[config.mk]
export PLATFORM = sky130hd
export DESIGN_NAME = first_match_text_search
export DESIGN_NICKNAME = d
export VERILOG_FILES = /design/src/rtl/core/fmts_pkg.sv /design/src/rtl/core/first_match_text_search.sv /design/src/rtl/core/fmts_cell.sv /design/src/rtl/core/fmts_out_buf.sv
export SDC_FILE = /design/constraint.sdc
export NUM_CORES = 1
export LEC_CHECK = 0
export ABC_AREA = 1
export ABC_CLOCK_PERIOD_IN_PS = 5850
export BUFFER_PORTS_ARGS = -buffer_cell sky130_fd_sc_hd__buf_2
export CORE_MARGIN = 4
export CORE_UTILIZATION = 25
export CTS_BUF_LIST = sky130_fd_sc_hd__clkbuf_4 sky130_fd_sc_hd__clkbuf_8 sky130_fd_sc_hd__clkbuf_16
export DETAILED_ROUTE_END_ITERATION = 8
export GPL_ROUTABILITY_DRIVEN = 1
export RECOVER_POWER = 25
export SYNTH_ARGS = -nofsm -noshare
export SYNTH_HDL_FRONTEND = slang
export SYNTH_SLANG_ARGS = --single-unit
export TNS_END_PERCENT = 100
[constraint.sdc]
create_clock -name clk_i -period 5.85 [get_ports clk_i]
set_input_delay 1.17 -clock clk_i [delete_from_list [all_inputs] [get_ports clk_i]]
set_output_delay 1.17 -clock clk_i [all_outputs]
set_load 0.02 [all_outputs]
[src/rtl/core/fmts_pkg.sv]
package fmts_pkg;

  localparam int PATTERN_MAX = 16;
  localparam int LINE_CHUNK  = 999;

  localparam int BYTE_W      = 8;
  localparam int CFG_W       = 64;
  localparam int CFG_IDX_W   = 2;
  localparam int PLEN_W      = 5;
  localparam int REG_BYTES   = 2 * CFG_W / BYTE_W;
  localparam int RIDX_W      = $clog2(REG_BYTES);
  localparam int LINE_W      = 32;
  localparam int START_COL_W = 10;
  localparam int OUT_TDATA_W = ((LINE_W + START_COL_W + 7) / 8) * 8;

  // pattern length / cell index arithmetic
  localparam int LEN_W = $clog2(PATTERN_MAX + 1);
  localparam int CMP_W = (LEN_W > PLEN_W) ? LEN_W : PLEN_W;

  // column counter and the wide compare domain
  localparam int COL_W     = $clog2(LINE_CHUNK + 1);
  localparam int WIDE_BASE = ((COL_W > CMP_W) ? COL_W : CMP_W) + 1;
  localparam int WIDE_W    = (WIDE_BASE > START_COL_W + 1) ? WIDE_BASE : START_COL_W + 1;

  localparam logic [BYTE_W-1:0] NEWLINE_BYTE = 8'h0A;

  typedef enum logic [CFG_IDX_W-1:0] {
    REG_PATTERN_LOW    = 2'd0,
    REG_PATTERN_HIGH   = 2'd1,
    REG_PATTERN_LENGTH = 2'd2
  } cfg_reg_e;

  typedef struct packed {
    logic                   found;
    logic [LINE_W-1:0]      line_number;
    logic [START_COL_W-1:0] start_column;
  } result_t;

endpackage

[src/rtl/core/first_match_text_search.sv]
// Streaming first-match search: one text byte per beat, one beat per cycle, with no
// stall of its own. The byte window is a row of PATTERN_MAX cells that shift the
// line's newest byte in and compare it against the matching pattern byte in the same
// cycle; the AND of the cell compares, the column count and the line count settle the
// result, which is registered in the output buffer before the master side sees it.
// Results pass an output register and a one-deep skid stage, so the slave side keeps
// taking beats while a result waits; tready drops only when both are full. At most one
// result per stream: found with 1-based line and column when the first match inside
// one line completes, or not-found on the tlast beat. Lines end after a newline (which
// can be matched) or after LINE_CHUNK bytes. Pattern registers must be written only
// while the block is idle; the user is bound to this, the block does not enforce it.
module first_match_text_search
  import fmts_pkg::*;
(
  input  logic                   clk_i,
  input  logic                   rst_ni,
  // configuration write port
  input  logic                   cfg_we_i,
  input  logic [CFG_IDX_W-1:0]   cfg_index_i,
  input  logic [CFG_W-1:0]       cfg_data_i,
  // text in
  input  logic                   s_axis_tvalid_i,
  output logic                   s_axis_tready_o,
  input  logic [BYTE_W-1:0]      s_axis_tdata_i,   // [7:0] text_byte
  input  logic                   s_axis_tuser_i,   // [0] byte_present
  input  logic                   s_axis_tlast_i,   // end_of_text
  // result out
  output logic                   m_axis_tvalid_o,
  input  logic                   m_axis_tready_i,
  output logic [OUT_TDATA_W-1:0] m_axis_tdata_o,   // [31:0] line_number, [41:32] start_column
  output logic                   m_axis_tuser_o    // [0] found
);

  logic [CFG_W-1:0]  pattern_low_q, pattern_high_q;
  logic [PLEN_W-1:0] pattern_length_q;

  always_ff @(posedge clk_i or negedge rst_ni) begin
    if (!rst_ni) begin
      pattern_low_q    <= '0;
      pattern_high_q   <= '0;
      pattern_length_q <= '0;
    end else if (cfg_we_i) begin
      unique case (cfg_reg_e'(cfg_index_i))
        REG_PATTERN_LOW:    pattern_low_q    <= cfg_data_i;
        REG_PATTERN_HIGH:   pattern_high_q   <= cfg_data_i;
        REG_PATTERN_LENGTH: pattern_length_q <= cfg_data_i[PLEN_W-1:0];
        default: ;
      endcase
    end
  end

  logic [2*CFG_W-1:0] pat_all;
  logic [BYTE_W-1:0]  pat_arr [REG_BYTES];
  logic [CMP_W-1:0]   plen_ext, len_eff;

  assign pat_all  = {pattern_high_q, pattern_low_q};
  assign plen_ext = CMP_W'(pattern_length_q);
  assign len_eff  = (plen_ext > CMP_W'(PATTERN_MAX)) ? CMP_W'(PATTERN_MAX) : plen_ext;

  always_comb begin
    for (int k = 0; k < REG_BYTES; k++) begin
      pat_arr[k] = pat_all[k*BYTE_W +: BYTE_W];
    end
  end

  logic                   s_accept, take, res_valid, buf_ready;
  logic                   line_open_q, match_seen_q;
  logic [COL_W-1:0]       bil_q, bil_base, bil_new;
  logic [LINE_W-1:0]      line_count_q, lc_new;
  logic [WIDE_W-1:0]      bil_w, len_w, col_w;
  logic                   len_zero, all_eq, hit, line_end;
  logic [PATTERN_MAX-1:0] eq;
  logic [BYTE_W-1:0]      win [PATTERN_MAX];
  result_t                res, m_res;

  assign s_axis_tready_o = buf_ready;
  assign s_accept        = s_axis_tvalid_i && buf_ready;
  assign take            = s_accept && s_axis_tuser_i && !match_seen_q;

  // cell j holds window byte j (newest at 0) and checks it against
  // pattern byte len-1-j
  for (genvar j = 0; j < PATTERN_MAX; j++) begin : g_cell
    logic [CMP_W-1:0]  idx;
    logic [BYTE_W-1:0] pat_b;
    logic              active;
    logic [BYTE_W-1:0] feed;

    assign active = CMP_W'(j) < len_eff;
    assign idx    = len_eff - CMP_W'(j) - CMP_W'(1);
    assign pat_b  = (idx < CMP_W'(REG_BYTES)) ? pat_arr[idx[RIDX_W-1:0]] : '0;

    if (j == 0) begin : g_head
      assign feed = s_axis_tdata_i;
    end else begin : g_link
      assign feed = win[j-1];
    end

    fmts_cell u_cell (
      .clk_i      (clk_i),
      .rst_ni     (rst_ni),
      .shift_i    (take),
      .byte_i     (feed),
      .pat_byte_i (pat_b),
      .active_i   (active),
      .byte_o     (win[j]),
      .eq_o       (eq[j])
    );
  end

  assign bil_base = line_open_q ? bil_q : '0;
  assign bil_new  = bil_base + COL_W'(1);
  assign lc_new   = (line_open_q || (line_count_q == '1)) ? line_count_q
                                                          : line_count_q + LINE_W'(1);
  assign bil_w    = WIDE_W'(bil_new);
  assign len_w    = WIDE_W'(len_eff);
  assign len_zero = (len_eff == '0);
  assign all_eq   = &eq;
  assign hit      = len_zero || ((bil_w >= len_w) && all_eq);
  assign col_w    = len_zero ? WIDE_W'(1) : (bil_w - len_w + WIDE_W'(1));
  assign line_end = (s_axis_tdata_i == NEWLINE_BYTE) || (bil_w >= WIDE_W'(LINE_CHUNK));

  assign res_valid = s_accept && ((take && hit) || (s_axis_tlast_i && !match_seen_q));

  always_comb begin
    res.found        = take && hit;
    res.line_number  = res.found ? lc_new : '0;
    res.start_column = res.found ? col_w[START_COL_W-1:0] : '0;
  end

  always_ff @(posedge clk_i or negedge rst_ni) begin
    if (!rst_ni) begin
      line_open_q  <= 1'b0;
      match_seen_q <= 1'b0;
      bil_q        <= '0;
      line_count_q <= '0;
    end else if (s_accept) begin
      if (s_axis_tlast_i) begin
        line_open_q  <= 1'b0;
        match_seen_q <= 1'b0;
        bil_q        <= '0;
        line_count_q <= '0;
      end else if (take) begin
        line_open_q  <= !line_end;
        bil_q        <= bil_new;
        line_count_q <= lc_new;
        if (hit) begin
          match_seen_q <= 1'b1;
        end
      end
    end
  end

  fmts_out_buf u_out_buf (
    .clk_i       (clk_i),
    .rst_ni      (rst_ni),
    .res_valid_i (res_valid),
    .res_i       (res),
    .ready_o     (buf_ready),
    .m_valid_o   (m_axis_tvalid_o),
    .m_ready_i   (m_axis_tready_i),
    .m_res_o     (m_res)
  );

  assign m_axis_tuser_o = m_res.found;
  assign m_axis_tdata_o = OUT_TDATA_W'({m_res.start_column, m_res.line_number});

endmodule

[src/rtl/core/fmts_cell.sv]
module fmts_cell
  import fmts_pkg::*;
(
  input  logic              clk_i,
  input  logic              rst_ni,
  input  logic              shift_i,
  input  logic [BYTE_W-1:0] byte_i,
  input  logic [BYTE_W-1:0] pat_byte_i,
  input  logic              active_i,
  output logic [BYTE_W-1:0] byte_o,
  output logic              eq_o
);

  logic [BYTE_W-1:0] byte_q;

  always_ff @(posedge clk_i or negedge rst_ni) begin
    if (!rst_ni) begin
      byte_q <= '0;
    end else if (shift_i) begin
      byte_q <= byte_i;
    end
  end

  // compare against the byte that lands here on this shift
  assign eq_o   = !active_i || (byte_i == pat_byte_i);
  assign byte_o = byte_q;

endmodule

[src/rtl/core/fmts_out_buf.sv]
module fmts_out_buf
  import fmts_pkg::*;
(
  input  logic    clk_i,
  input  logic    rst_ni,
  input  logic    res_valid_i,
  input  result_t res_i,
  output logic    ready_o,
  output logic    m_valid_o,
  input  logic    m_ready_i,
  output result_t m_res_o
);

  logic    out_valid_q, out_valid_d;
  logic    skid_valid_q, skid_valid_d;
  result_t out_q, out_d;
  result_t skid_q, skid_d;
  logic    out_fire;

  assign out_fire = out_valid_q && m_ready_i;
  assign ready_o  = !skid_valid_q;

  always_comb begin
    out_valid_d  = out_valid_q;
    skid_valid_d = skid_valid_q;
    out_d        = out_q;
    skid_d       = skid_q;
    if (res_valid_i) begin
      if (!out_valid_q || out_fire) begin
        out_d       = res_i;
        out_valid_d = 1'b1;
      end else begin
        skid_d       = res_i;
        skid_valid_d = 1'b1;
      end
    end else if (out_fire) begin
      if (skid_valid_q) begin
        out_d        = skid_q;
        skid_valid_d = 1'b0;
      end else begin
        out_valid_d = 1'b0;
      end
    end
  end

  always_ff @(posedge clk_i or negedge rst_ni) begin
    if (!rst_ni) begin
      out_valid_q  <= 1'b0;
      skid_valid_q <= 1'b0;
    end else begin
      out_valid_q  <= out_valid_d;
      skid_valid_q <= skid_valid_d;
    end
  end

  always_ff @(posedge clk_i) begin
    out_q  <= out_d;
    skid_q <= skid_d;
  end

  assign m_valid_o = out_valid_q;
  assign m_res_o   = out_q;

endmodule

**Word level (Yosys, flattened, before mapping)**

Index checks and enable logic that the tools add are counted.

- Word-level logic and storage cells: 310
- Input bits: 81
- Flip-flop bits (word level): 385

- Reductions and logical operators: 65
- $lt $le $gt $ge: 51
- Mux-type cells: 90
- Bitwise operators: 17
- Equal/unequal tests: 23
- Add/sub/neg operators: 34

Operator list:

| kind | count |
|---|---|
| 8-bit binary-select mux with 4-bit select | 16 |
| 8-bit two-way mux | 48 |
| 43-bit two-way mux | 4 |
| 8-bit equality test | 16 |
| 32-bit two-way mux | 4 |
| 5-bit greater-or-equal comparator, second input constant | 16 |
| 5-bit < comparator, second input constant | 16 |
| 4-bit inverter with 5-bit output | 16 |
| 5-bit by 1-bit subtractor with 5-bit output, second input constant | 16 |
| 10-bit two-way mux | 5 |
| 4-bit by 5-bit < comparator with 1-bit output, first input constant | 8 |
| 5-bit by 4-bit subtractor with 5-bit output, second input constant | 8 |
| 32-bit by 1-bit adder with 32-bit output, second input constant | 1 |
| 32-bit equality test, second input constant | 1 |
| 1-bit logical OR | 21 |
| 10-bit by 1-bit adder with 10-bit output, second input constant | 2 |
| 1-bit logical NOT | 20 |
| 3-bit by 5-bit < comparator with 1-bit output, first input constant | 4 |
| 5-bit by 3-bit subtractor with 5-bit output, second input constant | 4 |
| 16-bit AND reduction | 1 |
| 1-bit two-way mux | 12 |
| 2-bit AND reduction | 6 |
| 10-bit greater-or-equal comparator, second input constant | 1 |
| 10-bit by 5-bit greater-or-equal comparator with 1-bit output | 1 |
| other kinds (17) | 33 |

**Logic depth before layout (Yosys ltp)**

- Word-level depth: 19
- Depth in mapped cells: 35
- Gate-level depth less buffers: 30

**By module**

Synthesis repeated with hierarchy kept, for this count alone.

- Cells, all modules: 3622
- Area, all modules: 25512.0 um2

By module, submodules not included:

| module | times used | area each (um2) | cells each |
|---|---|---|---|
| first_match_text_search | 1 | 15247.1 | 2453 |
| fmts_cell | 16 | 439.2 | 58 |
| fmts_out_buf | 1 | 3238.1 | 241 |

**Worst setup path before layout**

No wires, ideal clock.

- Path kind: register to register
- Start point: register pattern_length_q[4]
- End point: register u_out_buf.out_q (netlist bit u_out_buf.m_res_o[0]), enable pin
- Stages on the path, launching flop included: 32
- Period minus slack after synthesis: 4957 ps
- Path slack: 893 ps
- Arrival: 4559 ps
- Required time: 5453 ps
- Library setup time: 397 ps
- Cells stage by stage: dfrtp_1 > buf_6 > inv_2 > nand2_1 > buf_2 > buf_1 > ha_1 > inv_1 > clkbuf_1 > clkbuf_1 > nand3_1 > nand2_1 > nand2_1 > o21ai_0 > nand2_1 > nand3_1 > nand2_1 > nand2_1 > nand2_1 > nor2_1 > nand2_1 > a21oi_1 > nand2_1 > nor2_1 > nand2_1 > nand2_1 > nand2_1 > buf_6 > buf_6 > nand3_1 > nand2_1 > inv_1

- Cells in the longest elaborated chain, start to end: 19
- Elaborated cells between the ends (all ways): 204

Ends and longest elaborated chain:

| element | line | source |
|---|---|---|
| start, declared | first_match_text_search.sv:35 | `logic [PLEN_W-1:0] pattern_length_q;` |
| start signal, assigned | first_match_text_search.sv:46 | `REG_PATTERN_LENGTH: pattern_length_q <= cfg_data_i[PLEN_W-1:0];` |
| 5-bit greater-than comparator | first_match_text_search.sv:58 | `assign len_eff = (plen_ext > CMP_W'(PATTERN_MAX)) ? CMP_W'(PATTERN_MAX) : plen_ext;` |
| 5-bit two-way mux (*) | first_match_text_search.sv:58 |  |
| 5-bit by 1-bit subtractor with 5-bit output (tied with other cells) | first_match_text_search.sv:89 | `assign idx = len_eff - CMP_W'(j) - CMP_W'(1);` |
| 5-bit by 1-bit subtractor with 5-bit output | first_match_text_search.sv:89 |  |
| 4-bit inverter with 5-bit output (implied by the code) | first_match_text_search.sv:90 | `assign pat_b = (idx < CMP_W'(REG_BYTES)) ? pat_arr[idx[RIDX_W-1:0]] : '0;` |
| 8-bit binary-select mux with 4-bit select | first_match_text_search.sv:90 |  |
| 8-bit two-way mux (implied by the code) (2 in a row) | first_match_text_search.sv:90 |  |
| 8-bit two-way mux | first_match_text_search.sv:90 |  |
| [... 2 more ...] | -- |  |
| 16-bit AND reduction | first_match_text_search.sv:117 | `assign all_eq = &eq;` |
| 1-bit logical AND | first_match_text_search.sv:118 | `assign hit = len_zero \|\| ((bil_w >= len_w) && all_eq);` |
| 1-bit logical OR (*) | first_match_text_search.sv:118 |  |
| 1-bit logical AND (*) | first_match_text_search.sv:122 | `assign res_valid = s_accept && ((take && hit) \|\| (s_axis_tlast_i && !match_seen_q));` |
| 1-bit logical OR (*) | first_match_text_search.sv:122 |  |
| 1-bit logical AND (*) | first_match_text_search.sv:122 |  |
| 2-bit by 1-bit inequality test with 1-bit output (no line) or 2-bit nonzero test (tied branches) | -- |  |
| 3-bit AND reduction (no line) (*) | -- |  |
| end signal, assigned | fmts_out_buf.sv:57 | `out_q <= out_d;` |
| end, declared | fmts_out_buf.sv:16 | `result_t out_q, out_d;` |

Every way passes the cells marked *; elsewhere a longest branch is shown, timed or not. The select of a mux whose other input is x is not followed.
A chain may end at the register's enable or synchronous reset.

**Worst setup path in the final report**

- Start point: register pattern_length_q[4]
- End point: register u_out_buf.out_q (netlist bit u_out_buf.m_res_o[7]), enable pin

Same word-level chain as after synthesis.

==> metrics.log <==
INFO  metric core = 0.102 sq mm
INFO  metric setup_viol = 0
INFO  metric clk_pin_slew_worst_paths = 60 ps
INFO  metric setup.worst_path.class = flip-flop to flip-flop
INFO  metric post_cts_resized = 0
INFO  metric drc = 2
INFO  metric drt-initial-drc-count = 2868
INFO  metric dpl_cell_area = 0.0279 sq mm
INFO  metric cts_max_level = 2
INFO  metric pwr_density_cell = 457 mW/mm^2
INFO  metric cell_type_of_the_slowest_stage_on_the_worst_timing_path = sky130_fd_sc_hd__dfrtp_1
INFO  metric synth_seq_cells = 385
INFO  metric port_buffers = 125
INFO  metric worst_hold_path_type = flip-flop to flip-flop
INFO  metric hpwlAfterDp = 81700 um
INFO  metric tritonroute_pass_1_iters = 9
INFO  metric tritoncts.num_buffers = 45
INFO  metric post_route_cells_drive_above_1_share = 0.0914
INFO  metric vdd.ir_drop.worst = 229 uV
INFO  metric effective_utilization_at_floorplan = 0.252
INFO  metric cts_root_buf = sky130_fd_sc_hd__clkbuf_16
INFO  metric hold_fix_buffers_at_cts = 0
INFO  metric violations = DRC, capacitance limit, slew limit
INFO  metric final.period_utilization = 0.933
INFO  metric worst_clock_skew = 22.9 ps
INFO  metric synth_edf_count = 86
INFO  metric multi_input_logic_area = 0.0132 sq mm
INFO  metric synth_simple_gate_area_frac = 0.346
INFO  metric netSwitchingPower = 6.46 mW
INFO  metric grt_usage = 0.190
INFO  metric fp.dieArea = 0.107 sq mm
INFO  metric p_clk_frac = 0.220
INFO  metric power.combinational.fraction = 0.481
INFO  metric yosys.area_share.xor_xnor = 0.0270
INFO  metric max-clock-path-buffers = 3
INFO  metric tightest_slew = 2560 ps
INFO  metric max_cap_violations = 3
INFO  metric synth_async_sr_flop_share = 0.777
INFO  metric result_of_the_run = finished with violations
INFO  metric design.portCount = 132
INFO  metric cellInternalPower = 6.93 mW
INFO  metric fin_area = 0.0293 sq mm
INFO  metric number_of_antenna_violations_at_the_first_check_in_global_routing = 8
INFO  metric yosys.area_share.adder = 0.0216
INFO  metric fp.dieW = 328 um
INFO  metric filler_cell_count = 11300
INFO  metric dr_total_vias = 25600
INFO  metric synthesis.yosys.warnings = 0
INFO  metric worst-endpoint-arrival = 5680 ps
INFO  metric sw_frac_of_total = 0.482
INFO  metric rows = 117
INFO  metric ys.flop_type = sky130_fd_sc_hd__dfrtp_1
INFO  metric slew_viol_final = 243
INFO  metric syn-mean-instance-area = 6.86 sq um
INFO  metric muxShareOfSynthArea = 0.00157
INFO  metric rsz0062_at_grt = false
INFO  metric r2r_start = pattern_length_q[4]$_DFFE_PN0P_
INFO  metric post-cts-setup-buffers = 0
INFO  metric synth_sequential_area_ratio = 0.394
INFO  metric synth_cell_type_count = 49
INFO  metric ys_top_cells_by_area = sky130_fd_sc_hd__dfrtp_1 29%, sky130_fd_sc_hd__nand2_1 19%, sky130_fd_sc_hd__edfxtp_1 10%
INFO  metric via_per_inst = 4.93
INFO  metric cp_data_required_time = 6080 ps
INFO  metric startpoint_type = flip-flop
INFO  metric fmax = 183 MHz
INFO  metric tritoncts_clock_tree = yes
INFO  metric sequential_cell_area = 0.0101 sq mm
INFO  metric maximum_number_of_pins_on_one_net_before_global_route_repair = 121
INFO  metric slew_headroom = -0.708
INFO  metric worst_hold_slack = 484 ps
INFO  metric leakagePower = 13.9 nW
INFO  metric combinational_family_with_the_most_area_after_synthesis = simple AND/OR/NAND/NOR gates
INFO  metric synth_top_area_frac = 0.293
INFO  metric route.detailed.wl_per_inst = 20.0 um
INFO  metric drt-total-wl = 104000 um
INFO  metric timing.critical_path.slowest_cell_delay = 490 ps
INFO  metric finalSetupTns = 0 ps
INFO  metric timing.critical_path.fanout_max = 43
INFO  metric critPathLaunch = pattern_length_q[4]$_DFFE_PN0P_
INFO  metric final_antenna_net_count = 0
INFO  metric synthesis.area = 0.0256 sq mm
INFO  metric layout.nets = 3918
INFO  metric fin_total_pwr = 13.4 mW
INFO  metric clock_sink_count = 385
INFO  metric floorplan.die.height = 328 um
INFO  metric timing.critical_path.mode_cell = sky130_fd_sc_hd__nand2_1
INFO  metric via_count_of_the_first_global_routing_pass = 23700
INFO  metric final_period_minus_worst_setup_slack = 5460 ps
INFO  metric place_congestion = 1.08
INFO  metric synth.largest_area_cell = sky130_fd_sc_hd__dfrtp_1
INFO  metric grt_overflow = 0
INFO  metric synth_cells = 3726
INFO  metric synth_compound_area_frac = 0.116
INFO  metric hp-start = bil_q[9]$_DFFE_PN0P_
INFO  metric crit_path_end_kind = flip-flop
INFO  metric power.share.sequential = 0.299
INFO  metric area_growth_syn_to_layout = 14.7%
INFO  metric grt_first_pass_wirelength = 154000 um
INFO  metric worst_skew_pair.late_latency = 610 ps
INFO  metric hold_viol_final = 0
## metal layers
layer  vias to the layer above  routed length (um)  GRT usage
li1                      12300                   -          -
met1                     11900               44900      0.256
met2                      1092               43000      0.282
met3                       283                9440     0.0449
met4                         6                6560      0.100
met5                         -                  34          0
## path summary, 6_finish.rpt
kind / end / slack [ps] / cells past startpoint
worst min-delay path: bil_q[9]$_DFFE_PN0P_ / 480 / 2
worst max-delay path: u_out_buf.m_res_o[7]$_DFFE_PP_ / 390 / 25
worst min register to register: bil_q[9]$_DFFE_PN0P_ / 480 / 2
max in group asynchronous: line_count_q[4]$_DFFE_PN0P_ / 1200 / 2
worst max register to register: u_out_buf.m_res_o[7]$_DFFE_PP_ / 390 / 25
min in group asynchronous: g_cell[12].u_cell.byte_o[0]$_DFFE_PN0P_ / 1350 / 1
## flip-flops by register name, summed over array words and instances (netlist names)
register / flops
u_out_buf.m_res_o: 43
g_cell.u_cell.byte_o: 120
pattern_low_q: 64
bil_q: 10
line_open_q: 1
pattern_length_q: 5
u_out_buf.skid_valid_q: 1
u_out_buf.m_valid_o: 1
u_out_buf.skid_q: 43
match_seen_q: 1
pattern_high_q: 64
line_count_q: 32
## synthesized netlist by cell type (41+ instances only)
| library cell | instances |
|---|---|
| sky130_fd_sc_hd__inv_1 | 371 |
| sky130_fd_sc_hd__nor2_1 | 112 |
| sky130_fd_sc_hd__nand2_1 | 1278 |
| sky130_fd_sc_hd__nand3_1 | 513 |
| sky130_fd_sc_hd__xor2_1 | 65 |
| sky130_fd_sc_hd__edfxtp_1 | 86 |
| sky130_fd_sc_hd__nand4_1 | 87 |
| sky130_fd_sc_hd__ha_1 | 41 |
| sky130_fd_sc_hd__o21ai_0 | 447 |
| sky130_fd_sc_hd__dfrtp_1 | 299 |
| sky130_fd_sc_hd__buf_2 | 62 |
| sky130_fd_sc_hd__clkbuf_1 | 100 |
## worst max-delay path: cells and delay by family, from the launching register on
kind	cells	cell delay (ps)
AND/OR/NAND/NOR	19	2830
buffers and inverters	5	1360
flip-flops	1	490
adder cells (fa/ha/maj)	1	320
## area by class of cell
| type | count | area share |
|---|---|---|
| Multi-Input combinational cell | 2762 | 0.449 |
| Sequential cell | 385 | 0.343 |
| Tap cell | 1368 | 0.0584 |
| Inverter | 384 | 0.0492 |
| Timing Repair Buffer | 216 | 0.0479 |
| Clock buffer | 54 | 0.0413 |
| Clock inverter | 27 | 0.0104 |
| Antenna cell | 1 | 0.0000853 |
## kinds of logic (layout without fill, tap and decap cells)
kind of cell               after synthesis  in the layout
DFF                                    385            385
muxes                                    4              4
buffers and inverters                  584            681
adders and majority gates               43             43
AOI/OAI and AO/OA                      565            565
and+or+nand+nor                       2072           2072
xor gates and xnor gates                72             72
other                                    1              7
## power groups by stage
stage          registers, mW  clock network, mW  logic [mW]
6_report                4.00               2.95        6.43
5_1_grt                 4.06               3.12        7.03
4_1_cts                 3.99               3.02        6.28
3_5_place_dp            4.03                  0        6.26
3_3_place_gp            4.03                  0        6.25
2_1_floorplan           3.81                  0        3.91
## layout by cell type, fill, tap and decap left out, types with 40 or more instances in the layout
cell type / instances
sky130_fd_sc_hd__edfxtp_1: 86
sky130_fd_sc_hd__xor2_1: 65
sky130_fd_sc_hd__ha_1: 40
sky130_fd_sc_hd__buf_4: 82
sky130_fd_sc_hd__dfrtp_1: 299
sky130_fd_sc_hd__clkbuf_16: 45
sky130_fd_sc_hd__o21ai_0: 447
sky130_fd_sc_hd__nand4_1: 87
sky130_fd_sc_hd__nand2_1: 1276
sky130_fd_sc_hd__nor2_1: 111
sky130_fd_sc_hd__nand3_1: 512
sky130_fd_sc_hd__inv_1: 369
sky130_fd_sc_hd__buf_2: 123
## per-stage QoR
step                cells   util  setup slack [ps]
global placement     5115  0.274               552
finish               5197  0.289               393
floorplan            3731      -               893
detailed placement   5115  0.274               579
global route         5196  0.289               153
CTS                  5196  0.289               561
Power figures use the tool's default switching activity.
